==> config.mk <==
export PLATFORM = sky130hd
export DESIGN_NAME = keypad_debounce_long_press_fifo
export DESIGN_NICKNAME = d
export VERILOG_FILES = /design/src/rtl/core/kpd_pkg.sv /design/src/rtl/core/kpd_front.sv /design/src/rtl/core/kpd_cmd_fifo.sv /design/src/rtl/core/kpd_back.sv /design/src/rtl/core/keypad_debounce_long_press_fifo.sv
export SDC_FILE = /design/constraint.sdc
export NUM_CORES = 1
export LEC_CHECK = 0
export ABC_AREA = 1
export BUFFER_PORTS_ARGS = -buffer_cell sky130_fd_sc_hd__buf_2
export CELL_PAD_IN_SITES_DETAIL_PLACEMENT = 1
export CELL_PAD_IN_SITES_GLOBAL_PLACEMENT = 1
export CORE_ASPECT_RATIO = 0.6
export CORE_MARGIN = 2
export CORE_UTILIZATION = 40
export CTS_CLUSTER_DIAMETER = 80
export DETAILED_ROUTE_END_ITERATION = 8
export GPL_TIMING_DRIVEN = 0
export MAX_ROUTING_LAYER = met4
export PLACE_DENSITY = 0.71
export SLEW_MARGIN = 20
export SYNTH_ARGS = -nofsm -noshare
export SYNTH_HDL_FRONTEND = slang
export SYNTH_HIERARCHICAL = 1
export SYNTH_SLANG_ARGS = --single-unit
==> constraint.sdc <==
create_clock -name clk -period 3.15 [get_ports clk]
set_clock_uncertainty 0.15 [all_clocks]
set_input_delay 0.315 -clock clk [delete_from_list [all_inputs] [get_ports clk]]
set_output_delay 0.315 -clock clk [all_outputs]
set_load 0.01 [all_outputs]
==> src/rtl/core/kpd_pkg.sv <==
package kpd_pkg;

    localparam int NUM_KEYS    = 16;
    localparam int QUEUE_DEPTH = 16;

    localparam int SLOT_W    = (QUEUE_DEPTH > 1) ? $clog2(QUEUE_DEPTH) : 1;
    localparam int CNT_W     = $clog2(QUEUE_DEPTH + 1);
    localparam int CFG_IDX_W = 3;

    // item modes
    localparam logic [1:0] MODE_SCAN  = 2'd0;
    localparam logic [1:0] MODE_POP   = 2'd1;
    localparam logic [1:0] MODE_FLUSH = 2'd2;

    // register indexes
    localparam logic [CFG_IDX_W-1:0] CFG_LONG_ENABLE      = 3'd0;
    localparam logic [CFG_IDX_W-1:0] CFG_LONG_THRESHOLD   = 3'd1;
    localparam logic [CFG_IDX_W-1:0] CFG_LONG_RELOAD      = 3'd2;
    localparam logic [CFG_IDX_W-1:0] CFG_LONG_SHIFT_MASK  = 3'd3;
    localparam logic [CFG_IDX_W-1:0] CFG_SHORT_SHIFT_MASK = 3'd4;

    typedef struct packed {
        logic [1:0]  mode;
        logic [15:0] raw_keys;
    } kpd_in_t;

    typedef struct packed {
        logic [15:0] key_code;
        logic        code_valid;
        logic [4:0]  queue_count;
    } kpd_out_t;

    typedef enum logic [1:0] {
        OP_NONE  = 2'd0,
        OP_PUSH  = 2'd1,
        OP_POP   = 2'd2,
        OP_FLUSH = 2'd3
    } kpd_op_t;

    typedef struct packed {
        kpd_op_t             op;
        logic [NUM_KEYS-1:0] code;
    } kpd_cmd_t;

endpackage

==> src/rtl/core/kpd_front.sv <==
module kpd_front (
    input  logic                           clk,
    input  logic                           rst_n,
    input  logic                           cfg_valid,
    input  logic [kpd_pkg::CFG_IDX_W-1:0]  cfg_index,
    input  logic [15:0]                    cfg_data,
    input  logic                           in_fire,
    input  kpd_pkg::kpd_in_t               in_data,
    output kpd_pkg::kpd_cmd_t              cmd
);
    import kpd_pkg::*;

    logic                long_enable_reg;
    logic [7:0]          long_threshold_reg;
    logic [7:0]          long_reload_reg;
    logic [NUM_KEYS-1:0] long_shift_mask_reg;
    logic [NUM_KEYS-1:0] short_shift_mask_reg;

    logic [NUM_KEYS-1:0] prev_scan_reg, prev_scan_next;
    logic [NUM_KEYS-1:0] prev_stable_reg, prev_stable_next;
    logic [NUM_KEYS-1:0] shift_latch_reg, shift_latch_next;
    logic [NUM_KEYS-1:0] long_mask_reg, long_mask_next;
    logic [7:0]          press_timer_reg, press_timer_next;

    logic [NUM_KEYS-1:0] now_keys;
    logic [NUM_KEYS-1:0] stable;
    logic [NUM_KEYS-1:0] rel;
    logic [NUM_KEYS-1:0] held_code;
    logic [7:0]          timer_inc;
    logic                has_plain;
    logic                has_shift;

    always_ff @(posedge clk or negedge rst_n)
    begin
        if (!rst_n)
        begin
            long_enable_reg      <= 1'b1;
            long_threshold_reg   <= 8'd50;
            long_reload_reg      <= 8'd0;
            long_shift_mask_reg  <= '0;
            short_shift_mask_reg <= '0;
        end
        else if (cfg_valid)
        begin
            case (cfg_index)
                CFG_LONG_ENABLE:      long_enable_reg      <= cfg_data[0];
                CFG_LONG_THRESHOLD:   long_threshold_reg   <= cfg_data[7:0];
                CFG_LONG_RELOAD:      long_reload_reg      <= cfg_data[7:0];
                CFG_LONG_SHIFT_MASK:  long_shift_mask_reg  <= NUM_KEYS'(cfg_data);
                CFG_SHORT_SHIFT_MASK: short_shift_mask_reg <= NUM_KEYS'(cfg_data);
                default:              ;
            endcase
        end
    end

    // sample-and-hold debounce: a key changes only when two samples agree
    assign now_keys  = NUM_KEYS'(in_data.raw_keys);
    assign stable    = (prev_scan_reg & now_keys)
                     | (prev_stable_reg & (prev_scan_reg ^ now_keys));
    assign rel       = prev_stable_reg & ~stable;
    assign held_code = stable | shift_latch_reg;
    assign timer_inc = press_timer_reg + 8'd1;
    assign has_plain = |(stable & ~long_shift_mask_reg);
    assign has_shift = |(stable & long_shift_mask_reg & ~long_mask_reg);

    always_comb
    begin
        prev_scan_next   = prev_scan_reg;
        prev_stable_next = prev_stable_reg;
        shift_latch_next = shift_latch_reg;
        long_mask_next   = long_mask_reg;
        press_timer_next = press_timer_reg;
        cmd.op           = OP_NONE;
        cmd.code         = '0;

        case (in_data.mode)
            MODE_SCAN:
            begin
                prev_scan_next   = now_keys;
                prev_stable_next = stable;
                // long press and release never hit the same tick
                if (long_enable_reg)
                begin
                    if (stable == prev_stable_reg && stable != '0)
                    begin
                        press_timer_next = timer_inc;
                        if (timer_inc >= long_threshold_reg)
                        begin
                            if (has_plain)
                            begin
                                cmd.op   = OP_PUSH;
                                cmd.code = held_code;
                            end
                            else if (has_shift)
                            begin
                                cmd.op   = OP_PUSH;
                                cmd.code = ~held_code;
                            end
                            press_timer_next = 8'd0;
                            long_mask_next   = stable;
                        end
                    end
                    else
                    begin
                        press_timer_next = long_reload_reg;
                    end
                end
                if (rel != '0)
                begin
                    if ((rel & ~long_mask_reg) != '0 && stable == '0)
                    begin
                        shift_latch_next = shift_latch_reg ^ (rel & short_shift_mask_reg);
                        cmd.op   = OP_PUSH;
                        cmd.code = rel | shift_latch_next | prev_stable_reg;
                    end
                    else
                    begin
                        long_mask_next = '0;
                    end
                end
            end
            MODE_POP:   cmd.op = OP_POP;
            MODE_FLUSH: cmd.op = OP_FLUSH;
            default:    cmd.op = OP_NONE;
        endcase
    end

    always_ff @(posedge clk or negedge rst_n)
    begin
        if (!rst_n)
        begin
            prev_scan_reg   <= '0;
            prev_stable_reg <= '0;
            shift_latch_reg <= '0;
            long_mask_reg   <= '0;
            press_timer_reg <= '0;
        end
        else if (in_fire)
        begin
            prev_scan_reg   <= prev_scan_next;
            prev_stable_reg <= prev_stable_next;
            shift_latch_reg <= shift_latch_next;
            long_mask_reg   <= long_mask_next;
            press_timer_reg <= press_timer_next;
        end
    end

endmodule

==> src/rtl/core/kpd_cmd_fifo.sv <==
module kpd_cmd_fifo (
    input  logic               clk,
    input  logic               rst_n,
    input  logic               push,
    input  kpd_pkg::kpd_cmd_t  push_cmd,
    output logic               not_full,
    output logic               cmd_valid,
    input  logic               cmd_ready,
    output kpd_pkg::kpd_cmd_t  cmd
);
    import kpd_pkg::*;

    kpd_cmd_t   slot_reg [2];
    logic       wr_ptr_reg;
    logic       rd_ptr_reg;
    logic [1:0] cnt_reg, cnt_next;
    logic       pop;

    assign not_full  = (cnt_reg != 2'd2);
    assign cmd_valid = (cnt_reg != 2'd0);
    assign cmd       = slot_reg[rd_ptr_reg];
    assign pop       = cmd_valid && cmd_ready;

    always_comb
    begin
        cnt_next = cnt_reg;
        if (push && !pop)
            cnt_next = cnt_reg + 2'd1;
        else if (pop && !push)
            cnt_next = cnt_reg - 2'd1;
    end

    always_ff @(posedge clk)
    begin
        if (push)
            slot_reg[wr_ptr_reg] <= push_cmd;
    end

    always_ff @(posedge clk or negedge rst_n)
    begin
        if (!rst_n)
        begin
            wr_ptr_reg <= 1'b0;
            rd_ptr_reg <= 1'b0;
            cnt_reg    <= 2'd0;
        end
        else
        begin
            if (push)
                wr_ptr_reg <= ~wr_ptr_reg;
            if (pop)
                rd_ptr_reg <= ~rd_ptr_reg;
            cnt_reg <= cnt_next;
        end
    end

endmodule

==> src/rtl/core/kpd_back.sv <==
module kpd_back (
    input  logic               clk,
    input  logic               rst_n,
    input  logic               cmd_valid,
    output logic               cmd_ready,
    input  kpd_pkg::kpd_cmd_t  cmd,
    output logic               out_valid,
    input  logic               out_ready,
    output kpd_pkg::kpd_out_t  out_data
);
    import kpd_pkg::*;

    logic [NUM_KEYS-1:0] code_queue [QUEUE_DEPTH];

    logic [SLOT_W-1:0] wr_slot_reg, wr_slot_next;
    logic [SLOT_W-1:0] rd_slot_reg, rd_slot_next;
    logic [CNT_W-1:0]  count_reg, count_next;
    logic              out_valid_reg;
    kpd_out_t          out_data_reg, out_data_next;
    logic              fire;
    logic              do_write;
    logic [SLOT_W-1:0] wr_slot_inc;
    logic [SLOT_W-1:0] rd_slot_inc;

    function automatic logic [SLOT_W-1:0] slot_inc(input logic [SLOT_W-1:0] s);
        logic [SLOT_W-1:0] r;
        r = (s == SLOT_W'(QUEUE_DEPTH - 1)) ? '0 : s + SLOT_W'(1);
        return r;
    endfunction

    assign cmd_ready   = !out_valid_reg || out_ready;
    assign fire        = cmd_valid && cmd_ready;
    assign wr_slot_inc = slot_inc(wr_slot_reg);
    assign rd_slot_inc = slot_inc(rd_slot_reg);
    assign out_valid   = out_valid_reg;
    assign out_data    = out_data_reg;

    always_comb
    begin
        wr_slot_next = wr_slot_reg;
        rd_slot_next = rd_slot_reg;
        count_next   = count_reg;
        do_write     = 1'b0;
        out_data_next.key_code   = '0;
        out_data_next.code_valid = 1'b0;

        case (cmd.op)
            OP_PUSH:
            begin
                do_write     = 1'b1;
                wr_slot_next = wr_slot_inc;
                // full: oldest code is dropped, count holds
                if (count_reg == CNT_W'(QUEUE_DEPTH))
                    rd_slot_next = rd_slot_inc;
                else
                    count_next = count_reg + CNT_W'(1);
            end
            OP_POP:
            begin
                if (count_reg != '0)
                begin
                    out_data_next.key_code   = 16'(code_queue[rd_slot_reg]);
                    out_data_next.code_valid = 1'b1;
                    rd_slot_next = rd_slot_inc;
                    count_next   = count_reg - CNT_W'(1);
                end
            end
            OP_FLUSH:
            begin
                rd_slot_next = wr_slot_reg;
                count_next   = '0;
            end
            default: ;
        endcase
        out_data_next.queue_count = 5'(count_next);
    end

    always_ff @(posedge clk)
    begin
        if (fire && do_write)
            code_queue[wr_slot_reg] <= cmd.code;
        if (fire)
            out_data_reg <= out_data_next;
    end

    always_ff @(posedge clk or negedge rst_n)
    begin
        if (!rst_n)
        begin
            wr_slot_reg   <= '0;
            rd_slot_reg   <= '0;
            count_reg     <= '0;
            out_valid_reg <= 1'b0;
        end
        else
        begin
            if (fire)
            begin
                wr_slot_reg <= wr_slot_next;
                rd_slot_reg <= rd_slot_next;
                count_reg   <= count_next;
            end
            if (fire)
                out_valid_reg <= 1'b1;
            else if (out_ready)
                out_valid_reg <= 1'b0;
        end
    end

    a_count_bound: assert property (@(posedge clk) disable iff (!rst_n)
        count_reg <= CNT_W'(QUEUE_DEPTH))
        else $error("code queue count above depth");

    a_flush_empties: assert property (@(posedge clk) disable iff (!rst_n)
        fire && cmd.op == OP_FLUSH |=> count_reg == '0 && rd_slot_reg == wr_slot_reg)
        else $error("flush left codes queued");

    a_empty_pop: assert property (@(posedge clk) disable iff (!rst_n)
        fire && cmd.op == OP_POP && count_reg == '0
            |=> out_valid_reg && !out_data_reg.code_valid && out_data_reg.key_code == '0)
        else $error("pop of empty queue returned a code");

    a_result_hold: assert property (@(posedge clk) disable iff (!rst_n)
        out_valid_reg && !out_ready |=> out_valid_reg && $stable(out_data_reg))
        else $error("stalled result changed");

endmodule

==> src/rtl/core/keypad_debounce_long_press_fifo.sv <==
// An accepted item is registered in the command queue, then in the result register, which
// raises out_valid for it.
// Throughput: one item per cycle while the command queue has room; cfg_ready is always high.
// The code queue is a 16-entry register array, one write or read per cycle while results drain.
// Reset (rst_n, async, active low): debounce, shift, long-press state and queue pointers clear,
// registers return to their defaults; the code queue reads as empty at once, no clearing pass.
module keypad_debounce_long_press_fifo (
    input  logic                           clk,
    input  logic                           rst_n,
    // configuration write channel
    input  logic                           cfg_valid,
    output logic                           cfg_ready,
    input  logic [kpd_pkg::CFG_IDX_W-1:0]  cfg_index,
    input  logic [15:0]                    cfg_data,
    // item input channel
    input  logic                           in_valid,
    output logic                           in_ready,
    input  kpd_pkg::kpd_in_t               in_data,
    // result output channel
    output logic                           out_valid,
    input  logic                           out_ready,
    output kpd_pkg::kpd_out_t              out_data
);
    import kpd_pkg::*;

    logic      in_fire;
    kpd_cmd_t  front_cmd;
    logic      q_not_full;
    logic      q_valid;
    logic      q_ready;
    kpd_cmd_t  q_cmd;

    // User must write registers only while the block is idle (unenforced); no stall needed.
    assign cfg_ready = 1'b1;

    // The front end takes an item whenever the command queue has room; the
    // back end drains it independently, so a stalled result never blocks
    // scanning until the two-entry queue fills.
    assign in_ready = q_not_full;
    assign in_fire  = in_valid && in_ready;

    // Front: debounce, long-press timing, release detection; turns each
    // transfer into a push, pop, flush or count-only command.
    kpd_front u_front (
        .clk       (clk),
        .rst_n     (rst_n),
        .cfg_valid (cfg_valid && cfg_ready),
        .cfg_index (cfg_index),
        .cfg_data  (cfg_data),
        .in_fire   (in_fire),
        .in_data   (in_data),
        .cmd       (front_cmd)
    );

    // Short command queue decoupling the two halves.
    kpd_cmd_fifo u_cmd_fifo (
        .clk       (clk),
        .rst_n     (rst_n),
        .push      (in_fire),
        .push_cmd  (front_cmd),
        .not_full  (q_not_full),
        .cmd_valid (q_valid),
        .cmd_ready (q_ready),
        .cmd       (q_cmd)
    );

    // Back: key-code queue (drop-oldest when full) and the result register.
    kpd_back u_back (
        .clk       (clk),
        .rst_n     (rst_n),
        .cmd_valid (q_valid),
        .cmd_ready (q_ready),
        .cmd       (q_cmd),
        .out_valid (out_valid),
        .out_ready (out_ready),
        .out_data  (out_data)
    );

endmodule
==> Yosys cells after proc, flatten, opt, wreduce, memory -nomap -nowiden <==
Memories as Yosys holds them, arrays and structs flattened. A register that Yosys moved wholly into a read port is not among the register bits.
Index checks and enable logic that the tools add are counted.
{ "op_classes": {"n_bitwise": 20, "reduce_logical": 36, "n_shift": 0, "div": 0, "eq_ne": 16, "magnitude_cmp": 1, "addsub": 7, "mux": 34, "mul": 0} }
{ "ops": {"columns": ["operator", "n"], "rows": [
  ["AND 16 bit", 8],
  ["2-to-1 mux 18 bit", 6],
  ["2-to-1 mux 16 bit", 6],
  ["NOT 16 bit", 4],
  ["bitwise OR 16 bit", 4],
  ["nonzero test 16 bit", 3],
  ["OR reduction 16 bit", 2],
  ["bitwise XOR 16 bit", 2],
  ["2-to-1 mux 17 bit", 1],
  ["equality test 16 bit", 1],
  ["zero test 16 bit", 1],
  ["2-to-1 mux 4 bit", 4],
  ["2-to-1 mux 8 bit", 2],
  ["AND reduction 2 bit", 8],
  ["one-hot mux 5 bit (3 select lines)", 1],
  ["one-hot mux 4 bit (3 select lines)", 1],
  ["2-to-1 mux 5 bit", 2],
  ["adder 4 x 1 -> 4 bit (second input constant)", 2],
  ["adder 8 x 1 -> 8 bit (second input constant)", 1],
  ["equality test 4 bit (second input constant)", 2],
  [">= comparator 8 bit", 1],
  ["2-to-1 mux 1 bit", 8],
  ["AND reduction 4 bit", 2],
  ["logical AND 1 bit", 7],
  ["other kinds (23)", 35]
]} }
{ "totals": {"mem_bits_ro": 0, "ff_bits": 145, "latchBits": 0, "ram_bits": 292, "memories": 2} }
{ "memory_table": {"columns": ["memory", "depth", "word_bits", "rd", "rd_clocked_by_memory_dff", "wr", "line_no", "text"], "rows": [
  ["u_back.code_queue", 16, 16, 1, 1, 1, "kpd_back.sv:13", "logic [NUM_KEYS-1:0] code_queue [QUEUE_DEPTH];"],
  ["u_cmd_fifo.slot_reg", 2, 18, 1, 0, 1, "kpd_cmd_fifo.sv:13", "kpd_cmd_t slot_reg [2];"]
]} }

==> Logic depth before layout (Yosys ltp) <==
Gate-level depths: netlist of the first run.
{ "depth": {"depth_word": 14, "ltp_mapped": 19, "depth_no_buf": 17} }

==> By module <==
The synthesis of the first run kept the hierarchy.
{ "modules_own_cells": {"columns": ["mod", "cells_per_inst", "instances", "area_each_um2"], "rows": [
  ["kpd_back", 1250, 1, 12814.8],
  ["kpd_front", 969, 1, 7089.3],
  ["kpd_cmd_fifo", 121, 1, 1547.7],
  ["keypad_debounce_long_press_fifo", 4, 1, 18.8]
]} }

==> Worst setup path after synthesis of the first run <==
No wires, ideal clock.
{ "synth_path": {"kind": "register to register", "startpoint": "reg u_front.press_timer_reg[0]", "endpoint": "mem u_cmd_fifo/slot_reg[0][10] (netlist name), data pin", "t_arrival_ns": 2.364, "setup_slack_ns": 0.488, "path_stages_with_launch": 17, "n_path_buf": 1, "t_required_ns": 2.852, "setup_time_ns": 0.148, "cell_sequence": "dfrtp_1 -> nand2_1 -> nor3_1 -> nand3_1 -> nor2_1 -> xor2_1 -> inv_1 -> ha_1 -> nand2_1 -> nor2_1 -> nand4_1 -> nand3_1 -> nand4_1 -> o21ai_1 -> nand2_1 -> buf_2 -> nor2_1"} }
{ "synth_rtl": {"columns": ["item", "line_no", "text"], "rows": [
  ["start: declaration", "kpd_front.sv:23", "logic [7:0] press_timer_reg, press_timer_next;"],
  ["start signal: assignment", "kpd_front.sv:144", "press_timer_reg <= press_timer_next;"],
  ["end: declaration", "kpd_cmd_fifo.sv:13", null]
]} }

==> results summary, run 1 <==
The fraction of layout instances using a drive strength above 1 is 12.3%. For the worst setup path, the data required time is 3.42 ns. Measured against its own limit, the worst slew margin works out to 36.1%. The register with the most flip-flops in the layout has 256 of them.

From synthesis to final layout, the design area changed by 17.0%. The arrival time at the worst endpoint is 3.40 ns. VDD sags by at most 0.000456 V. The library cells used most frequently in the layout, excluding fill and tap cells, are sky130_fd_sc_hd__nand2_1 (841), sky130_fd_sc_hd__inv_1 (338), sky130_fd_sc_hd__edfxtp_1 (314). The share of total power dissipated in the clock network is 23.6%. The remaining routing DRC violations came out at 0. For this run, asynchronously set or reset flops after synthesis account for 30.7%. Leaving out fill and tap cells, the most frequent cell in the layout is sky130_fd_sc_hd__nand2_1.

The wire length per cell after detailed routing came out at 21.1 µm. The hold violation total from the final report was 0. Global routing used 25.9% of the available tracks across all layers. The delay of the slowest critical-path stage is 0.38 ns.

The number of nets with antenna violations after detailed routing came out at 0. The clock tree buffer depth is 3. Of all cell types, the one taking the most synthesized area is sky130_fd_sc_hd__edfxtp_1. The post-place instance area is 0.0229 mm². Among all flip-flop cells after synthesis, the most frequent one is sky130_fd_sc_hd__edfxtp_1. The height of the die came out at 183 µm. The worst path setup slack after routing is 0.0127 ns. The number of diodes came out at 0. The worst reg-to-reg path cell count is 16. The first-pass GRT wire length came out at 105000 µm. The part of the power in registers came out at 37.0%.

The worst register-to-register path begins at u_front/press_timer_reg[1]. The maximum frequency from static timing analysis is 319 MHz. The worst hold path passes through 4 cells.

The share of total power consumed by net switching is 41.0%. Of all nets on the critical path, the largest fanout is 5. The total nets after synthesis is 2436. The fraction of synthesized area in multiplexers is 0%.

The TritonCTS clock tree is built. The sum of overflow across all layers after global routing came out at 0. The cell-internal power is 13.5 mW. The flow ran to the end, and the final reports show no timing, DRC or antenna violations. The number of synthesis warnings came out at 6.

The number of setup violations in the final report came out at 0. TritonCTS created 46 clock buffers. The max-slew violation count came to 0. In this run the power density over the cells is 910 mW/mm². The worst hold path begins at in_valid. The number of clock sinks is 453.

The part of the Yosys area used for sequential elements is 60.1%. The length of routed met2 wiring came out at 27500 µm. The top routing layer in use is met4. The largest net degree at the start of global routing came out at 82. The worst setup path is captured at a flip-flop. The total of buffers placed on input and output ports is 65. The path class of the tightest hold or removal check is primary input to flip-flop. The share of power burned in combinational logic came out at 39.4%.

For this block, the via count after detailed routing is 17.0k. The detailed-placement wirelength estimate is 50600 µm. The worst-case setup slack after placement came out at -0.688 ns. The final cell area excluding filler cells is 0.0251 mm².

The synthesized design contains 314 enable-type register cells. Walking the worst path, the cells encountered are nand2_2 -> nor3_4 -> nand3_2 -> nor2_2 -> xor2_1 -> inv_1 -> ha_4 -> nand2_4 -> nor2_4 -> nand4_1 -> nand3_4 -> nand4_1 -> o21ai_4 -> nand2_4 -> buf_12 -> nor2_2. The master cell of the clock root buffer is sky130_fd_sc_hd__clkbuf_16. The net switching power of the design is 9.36 mW. The slowest cell on the critical path is sky130_fd_sc_hd__dfrtp_1. The count of distinct cell types in the synthesized netlist came out at 40. After synthesis the netlist holds a flip-flop and latch count of 453. The synthesized netlist cell count is 2344.

The fraction of the cycle the final worst path needs came out at 99.6%. The starting utilization of the core area came out at 40.7%. The total power came out at 22.8 mW.

Excluding fillers, the count of instances in the completed layout stands at 3252. The die outline width is 303 µm. The path with the worst hold slack has its endpoint at u_cmd_fifo/wr_ptr_reg. Setup repair after global routing could not meet its margin everywhere. Summing the areas of all fa, ha and maj instances in the mapped netlist gives 2.91% of the synthesized area. The worst-skew pair later-pin latency came out at 0.58 ns. Wires add up to 68800 µm. The routability congestion estimate from global placement is 0.891. The leakage power is 11.6 nW. The setup slack on the worst flop-to-flop path is 0.01 ns.

Of the total synthesized cell area, the portion taken by XOR and XNOR cells is 1.10%. STA classifies the critical path startpoint as a flip-flop. After detailed routing, the met3 layer carries 5870 µm of wire.

The floorplan step defined a die boundary enclosing 0.0556 mm². Sorting the synthesized cells by area gives the leading types as sky130_fd_sc_hd__edfxtp_1 (44%), sky130_fd_sc_hd__dfrtp_1 (16%), sky130_fd_sc_hd__nand2_1 (15%). The initial detailed-routing violation count is 1710. The number of antenna violations at the first check in global routing is 0. The count of TritonRoute iterations in the first routing pass came out at 5. Of the post-synthesis cell area, the dominant cell type holds 43.9%. After synthesis, the largest family of logic cells by area is simple AND/OR/NAND/NOR gates. For this block, wires on met1 add up to 34600 µm.

The endpoint identified for the worst register-to-register timing path is u_cmd_fifo/slot_reg[1][14]. The core box area came out at 0.0528 mm². The synthesized netlist devotes 23.0% of its cell area to simple gates.

The cell area that synthesis handed to floorplanning was 0.0215 mm². The worst setup path is of the flip-flop to flip-flop kind. At the pin with the least slew margin, the transition time is 0.956 ns. The number of H-tree levels is 2. The per-cell via count in the routed design is 5.23.

The clock edge transition at the registers on the reported setup and hold paths came out at 0.06 ns. Summing the areas of all compound-gate instances in the mapped netlist gives 4.04% of the synthesized area. Across the run, the number of max-cap violations was 0. The row count is 65.

The mean cell area of the mapped netlist came out at 9.16 µm². The final layout contains 2608 nets. The count of boundary I/O pins came out at 67. The total placed cells including tap cells came out at 3128.

Counting I/O delays and the setup requirement, the final critical path takes 3.14 ns. The number of global-route vias before repair is 17.4k.
[cells by family after synthesis]
group,Yosys count
other,1
adder cells (fa/ha/maj),50
flip-flops,453
AND/OR/NAND/NOR,1206
AO/OA/AOI/OAI,164
buffers and inverters,443
XOR/XNOR,27
[Yosys cell counts (2+ instances only)]
| cell | n |
|---|---|
| sky130_fd_sc_hd__dfstp_2 | 4 |
| sky130_fd_sc_hd__nor2_4 | 3 |
| sky130_fd_sc_hd__buf_6 | 18 |
| sky130_fd_sc_hd__nand2_2 | 8 |
| sky130_fd_sc_hd__nor4_1 | 4 |
| sky130_fd_sc_hd__buf_1 | 2 |
| sky130_fd_sc_hd__nand3b_1 | 3 |
| sky130_fd_sc_hd__clkbuf_1 | 32 |
| sky130_fd_sc_hd__nor2_1 | 86 |
| sky130_fd_sc_hd__o21ai_0 | 98 |
| sky130_fd_sc_hd__o21ai_1 | 22 |
| sky130_fd_sc_hd__dfrtp_1 | 135 |
| sky130_fd_sc_hd__ha_1 | 50 |
| sky130_fd_sc_hd__nor3_1 | 3 |
| sky130_fd_sc_hd__edfxtp_1 | 314 |
| sky130_fd_sc_hd__buf_4 | 5 |
| sky130_fd_sc_hd__nand3_2 | 2 |
| sky130_fd_sc_hd__nand3_1 | 215 |
| sky130_fd_sc_hd__xor2_1 | 26 |
| sky130_fd_sc_hd__nand2_1 | 854 |
| sky130_fd_sc_hd__a22oi_1 | 6 |
| sky130_fd_sc_hd__inv_1 | 339 |
| sky130_fd_sc_hd__inv_2 | 17 |
| sky130_fd_sc_hd__a21oi_1 | 29 |
| sky130_fd_sc_hd__nor2_2 | 8 |
| sky130_fd_sc_hd__o22ai_1 | 2 |
| sky130_fd_sc_hd__a21oi_2 | 3 |
| sky130_fd_sc_hd__buf_2 | 26 |
| sky130_fd_sc_hd__nand4_1 | 19 |
[layer usage]
layer / GRT usage [%] / vias up
met3: 5.06 / 61
met1: 40.7 / 8580
met2: 34.7 / 529
met4: 3.88 / 0
met5: - / -
li1: - / 7822
[through the flow]
stage | util [%] | hold WS [ns] | setup TNS [ns]
global route | 47.6 | 0.0375 | -4.00
floorplan | - | -0.131 | 0
global placement | 43.0 | 0.317 | -179.20
CTS | 47.3 | 0.0000632 | 0
detailed placement | 43.5 | 0.156 | -24.87
finish | 47.6 | 0.0195 | 0
[power by group through the flow]
stage / logic, mW / clock network (mW) / registers, mW
6_report: 8.99 / 5.40 / 8.45
5_1_grt: 9.89 / 5.75 / 8.55
4_1_cts: 8.77 / 5.52 / 8.45
3_5_place_dp: 8.45 / 0 / 8.55
3_3_place_gp: 8.05 / 0 / 8.51
2_1_floorplan: 5.16 / 0 / 8.41
[worst max-delay path, delay by kind of cell (launching register included)]
kind	cells	cell delay, ns
fa+ha+maj	1	0.29
buf+inv	2	0.28
xor+xnor	1	0.18
simple gates	11	1.43
flops	1	0.38
compound gates	1	0.27
[worst max-delay path by stage]
stage                                          start                         end  slack, ns  depth (start not counted)
after floorplan           u_front/press_timer_reg[0]  u_cmd_fifo/slot_reg[0][10]       0.49                         16
after global placement                     out_ready    u_back/code_queue[3][13]      -0.64                          9
after detailed placement  u_front/press_timer_reg[0]   u_cmd_fifo/slot_reg[0][2]      -0.69                         16
after CTS                 u_front/press_timer_reg[1]  u_cmd_fifo/slot_reg[1][14]       0.02                         16
after global routing      u_front/press_timer_reg[1]  u_cmd_fifo/slot_reg[1][10]      -0.11                         16
final                     u_front/press_timer_reg[1]  u_cmd_fifo/slot_reg[1][14]       0.01                         16
[area by class of cell]
class                      instances  area, µm²
buffer                            85        567
clock buffer                      66       1270
clock inverter                    15        169
fill                            6053      27700
inverter                         358       1350
multi-input combinational       1448       6990
sequential                       453      12900
tap                              703        880
timing repair buffer             124        980
[timing repair]
| item | in CTS | in global routing |
|---|---|---|
| hold buffers | 31 | 0 |
| pin swaps | 14 | 3 |
| setup buffers | 7 | 4 |
| gates cloned | 1 | 0 |
| resized for setup | 46 | 36 |
| setup endpoints to repair | 58 | 78 |
| hold endpoints to repair | 95 | 0 |
(Power assumes the default switching activity.)
==> inputs of run 2 (changes only) <==
--- a/config.mk
+++ b/config.mk
@@ -11,12 +11,12 @@
 export CELL_PAD_IN_SITES_GLOBAL_PLACEMENT = 1
 export CORE_ASPECT_RATIO = 0.6
 export CORE_MARGIN = 2
-export CORE_UTILIZATION = 40
+export CORE_UTILIZATION = 46
 export CTS_CLUSTER_DIAMETER = 80
 export DETAILED_ROUTE_END_ITERATION = 8
 export GPL_TIMING_DRIVEN = 0
 export MAX_ROUTING_LAYER = met4
-export PLACE_DENSITY = 0.71
+export PLACE_DENSITY = 0.79
 export SLEW_MARGIN = 20
 export SYNTH_ARGS = -nofsm -noshare
 export SYNTH_HDL_FRONTEND = slang
==> run 2 against run 1 <==
Clock power is 3% higher. Final cell count is 1.9% lower. Sequential cell count stayed put. Combinational power is 4.1% higher. Total power is 2.5% higher. Largest power group unchanged. Critical endpoint is now u_cmd_fifo/slot_reg[0][10]. Sequential share of layout area is 0.14 points lower. Core utilization is 7.0 points higher. Via count is 3.1% higher. Worst hold slack better by 0.013 ns. Routed wire length is 3.5% higher.
==> results summary, run 2 (synthesis results as in run 1) <==
The fraction of the cycle the final worst path needs is 98.7% (-0.85 points). The detailed-placement wirelength estimate is 50000 µm (-1.0%). The setup slack on the worst flop-to-flop path was 0.04 ns (+0.03 ns). The delay of the slowest critical-path stage is 0.43 ns (+0.05 ns). The number of max-cap violations came out at 0 (unchanged). Among all stages on the critical path, the largest delay is contributed by sky130_fd_sc_hd__dfrtp_2.

The number of buffers added by the clock tree synthesis step is 45 (-2.2%). The wire length per cell after detailed routing came to 22.3 µm (+5.6%). The cell-internal power came out at 13.7 mW (+1.6%). The number of global-route vias before repair is 18.2k (+4.1%). The most critical setup path has its endpoint at u_cmd_fifo/slot_reg[0][10]. The clock edge transition at the registers on the reported setup and hold paths was 0.07 ns (about the same).

The post-place instance area came out at 0.0228 mm² (-0.46%). The logic depth of the worst setup path including buffers came out at 17 (+1). The clock tree buffer depth is 3 (unchanged).

The areal power density over the cells was 929 mW/mm² (+2.2%). The slew at the pin with the worst max-slew slack was 1.05 ns (+0.0940 ns). The first-pass GRT wire length is 107000 µm (+2.2%). The number of setup violations in the final report came out at 0 (unchanged). The worst setup path is of the flip-flop to flip-flop kind. The count of boundary I/O pins is 67 (unchanged). The fraction of layout instances using a drive strength above 1 came to 12.9% (+0.63 points). The post-route met1 wirelength is 32200 µm (-7.1%). The worst setup path is captured at a flip-flop.

The share of power burned in combinational logic came out at 40.0% (+0.6 points). The die outline width came to 283 µm (-6.7%). The number of antenna violations at the first check in global routing is 2 (+2). The arrival time at the worst endpoint came to 3.39 ns (about the same).

The routed length on met3 is 7140 µm (+22%). The final cell area excluding filler cells came out at 0.0252 mm² (+0.29%). The combined global-route utilization of all metal layers came out at 30.3% (+4.4 points). The number of nets in the layout is 2616 (+0.31%).

The clock group share of total power was 23.8% (+0.2 points). Tracing the worst setup path back leads to its startpoint at u_front/press_timer_reg[0]. The worst hold path class is primary input to flip-flop. The starting utilization of the core area came out at 46.5% (+5.8 points). The sum of overflow across all layers after global routing was 0 (unchanged). The worst-case setup slack after placement came out at -0.612 ns (+0.0757 ns).

The net switching power of the design came out at 9.71 mW (+3.7%). The total of buffers placed on input and output ports was 65 (unchanged). Grouping stages by cell kind, the critical path spends the most delay in simple AND/OR/NAND/NOR gates.

The height of the die is 171 µm (-6.6%). The length of routed met2 wiring came out at 30300 µm (+10%). The number of H-tree levels came out at 2 (unchanged). The total die area was 0.0485 mm² (-13%).

Leaving out fill and tap cells, the most frequent cells in the layout are sky130_fd_sc_hd__nand2_1 (839), sky130_fd_sc_hd__inv_1 (334), sky130_fd_sc_hd__edfxtp_1 (314). The final design utilization is 54.5% (+7.0 points). The peak supply drop is 0.000427 V (-6.4%). The maximum frequency from static timing analysis is 321 MHz (+0.86%).

The root buffer cell chosen for the clock tree is sky130_fd_sc_hd__clkbuf_16. The maximum fanout encountered on the critical timing path came out at 5 (unchanged). The remaining routing DRC violations was 0 (unchanged). The sum of routed wire length over all layers came out at 71200 µm (+3.5%).

The row count came out at 61 (-6.2%). The number of flip-flops in the largest register is 256 (unchanged). The most common cell after layout, fill and taps aside is sky130_fd_sc_hd__nand2_1. The run finished with clean final reports. The share of total power consumed by net switching came out at 41.5% (+0.49 points). The endpoint required time on the critical path is 3.43 ns (about the same).

The count of vias placed by the detailed router came to 17.5k (+3.1%). The worst setup path is launched from a flip-flop. Traced cell by cell, the critical path runs through nand2_2 -> nor3_4 -> nand3_2 -> buf_6 -> buf_4 -> nand2_2 -> inv_2 -> ha_4 -> nand2_4 -> nor2_4 -> nand4_1 -> nand3_4 -> nand4_1 -> o21ai_4 -> nand2_4 -> buf_12 -> nor2_4. The number of nets with antenna violations after detailed routing is 0 (unchanged). The worst register-to-register path ends at u_cmd_fifo/slot_reg[0][10]. The time the worst path needs with I/O delays and setup came to 3.11 ns (-0.0267 ns). The max-slew violation count came out at 0 (unchanged). The leakage power is 11.6 nW (+0.47%).

The accumulated negative setup slack came out at 0 ns (unchanged). The core box area was 0.0462 mm² (-13%). The count of TritonRoute iterations in the first routing pass came out at 5 (unchanged). The largest net degree at the start of global routing came out at 78 (-4.9%).

The detailed router used layers up to and including met4. The worst slew margin relative to its limit came to 30.0% (-6.1 points). The worst path setup slack after routing came to 0.0394 ns (+0.0267 ns). The buffers plus inverters on the worst setup path was 4 (+2). Relative to the synthesized area, the layout overhead comes to 17.3%. In this run the critical register-to-register path is launched from u_front/press_timer_reg[0]. The per-cell via count in the routed design was 5.50 (+5.2%). The TritonCTS clock tree is built. The worst reg-to-reg path cell count came out at 17 (+1). The worst-skew pair later-pin latency is 0.57 ns (about the same).

The part of the power in registers came out at 36.2% (-0.8 points). The hold violation total from the final report came out at 0 (unchanged). The initial detailed-routing violation count came out at 1598 (-6.5%).

The number of clock sinks came out at 453 (unchanged). The routability congestion estimate from global placement came out at 0.919 (+3.1%). Setup repair after global routing could not meet its margin everywhere.
-- run 2: cell count changes in the layout (fill, tap and decap cells not counted), moves of 3 or more --
cell                            change
sky130_fd_sc_hd__buf_4              +3
sky130_fd_sc_hd__buf_6              +4
sky130_fd_sc_hd__clkbuf_1           -5
sky130_fd_sc_hd__dlygate4sd3_1      +4
sky130_fd_sc_hd__inv_1              -4
sky130_fd_sc_hd__inv_2              +5
sky130_fd_sc_hd__nand2_4            +3
-- run 2: tightest hold or removal path, cell delays in order --
cell,delay (ns)
sky130_fd_sc_hd__buf_2,0.10
sky130_fd_sc_hd__inv_1,0.08
sky130_fd_sc_hd__ha_1,0.15
-- run 2: stage by stage --
| step | hold WS (ns) | cells | power, mW |
|---|---|---|---|
| floorplan | -0.131 | 2344 | 13.6 |
| global placement | 0.317 | 3039 | 16.5 |
| detailed placement | 0.169 | 3055 | 17.0 |
| CTS | 0.0173 | 3180 | 23.0 |
| global route | 0.0467 | 3188 | 24.6 |
| finish | 0.0328 | 3189 | 23.4 |
-- run 2: what timing repair did --
action | CTS | global route
setup buffers | 9 | 7
resized for setup | 48 | 46
setup endpoints to repair | 74 | 73
hold endpoints to repair | 105 | 0
pin swaps | 15 | 13
gates cloned | 1 | 0
hold buffers | 35 | 0
-- run 2: routing by layer --
metal	global-route usage, %	vias to the layer above
li1	-	7848
met1	42.4	8857
met2	43.8	707
met3	8.08	114
met4	7.26	0
met5	-	-
-- run 2: area by class of cell --
class | count | area [µm²]
fill | 5266 | 21000
sequential | 453 | 12900
multi-input combinational | 1448 | 7030
inverter | 358 | 1350
clock buffer | 60 | 1240
timing repair buffer | 133 | 1060
tap | 630 | 788
buffer | 85 | 561
clock inverter | 20 | 239
antenna | 2 | 5.00
-- run 2: how the worst min path moves through the flow --
stage	depth (start not counted)	to	from
3_3_place_gp	2	u_front/prev_scan_reg[4]	u_front/prev_scan_reg[4]
4_1_cts	3	u_cmd_fifo/slot_reg[0][17]	in_data[16]
6_report	3	u_cmd_fifo/slot_reg[0][17]	in_data[16]
2_1_floorplan	0	u_back/count_reg[0]	rst_n
5_1_grt	3	u_cmd_fifo/slot_reg[1][17]	in_data[16]
3_5_place_dp	1	u_front/prev_scan_reg[3]	rst_n
-- run 2: power by group through the flow --
stage | clock [mW] | combinational (mW) | sequential, mW
global route | 5.87 | 10.2 | 8.55
floorplan | 0 | 5.16 | 8.41
detailed placement | 0 | 8.50 | 8.55
global placement | 0 | 7.98 | 8.50
CTS | 5.66 | 8.93 | 8.44
finish | 5.57 | 9.36 | 8.47
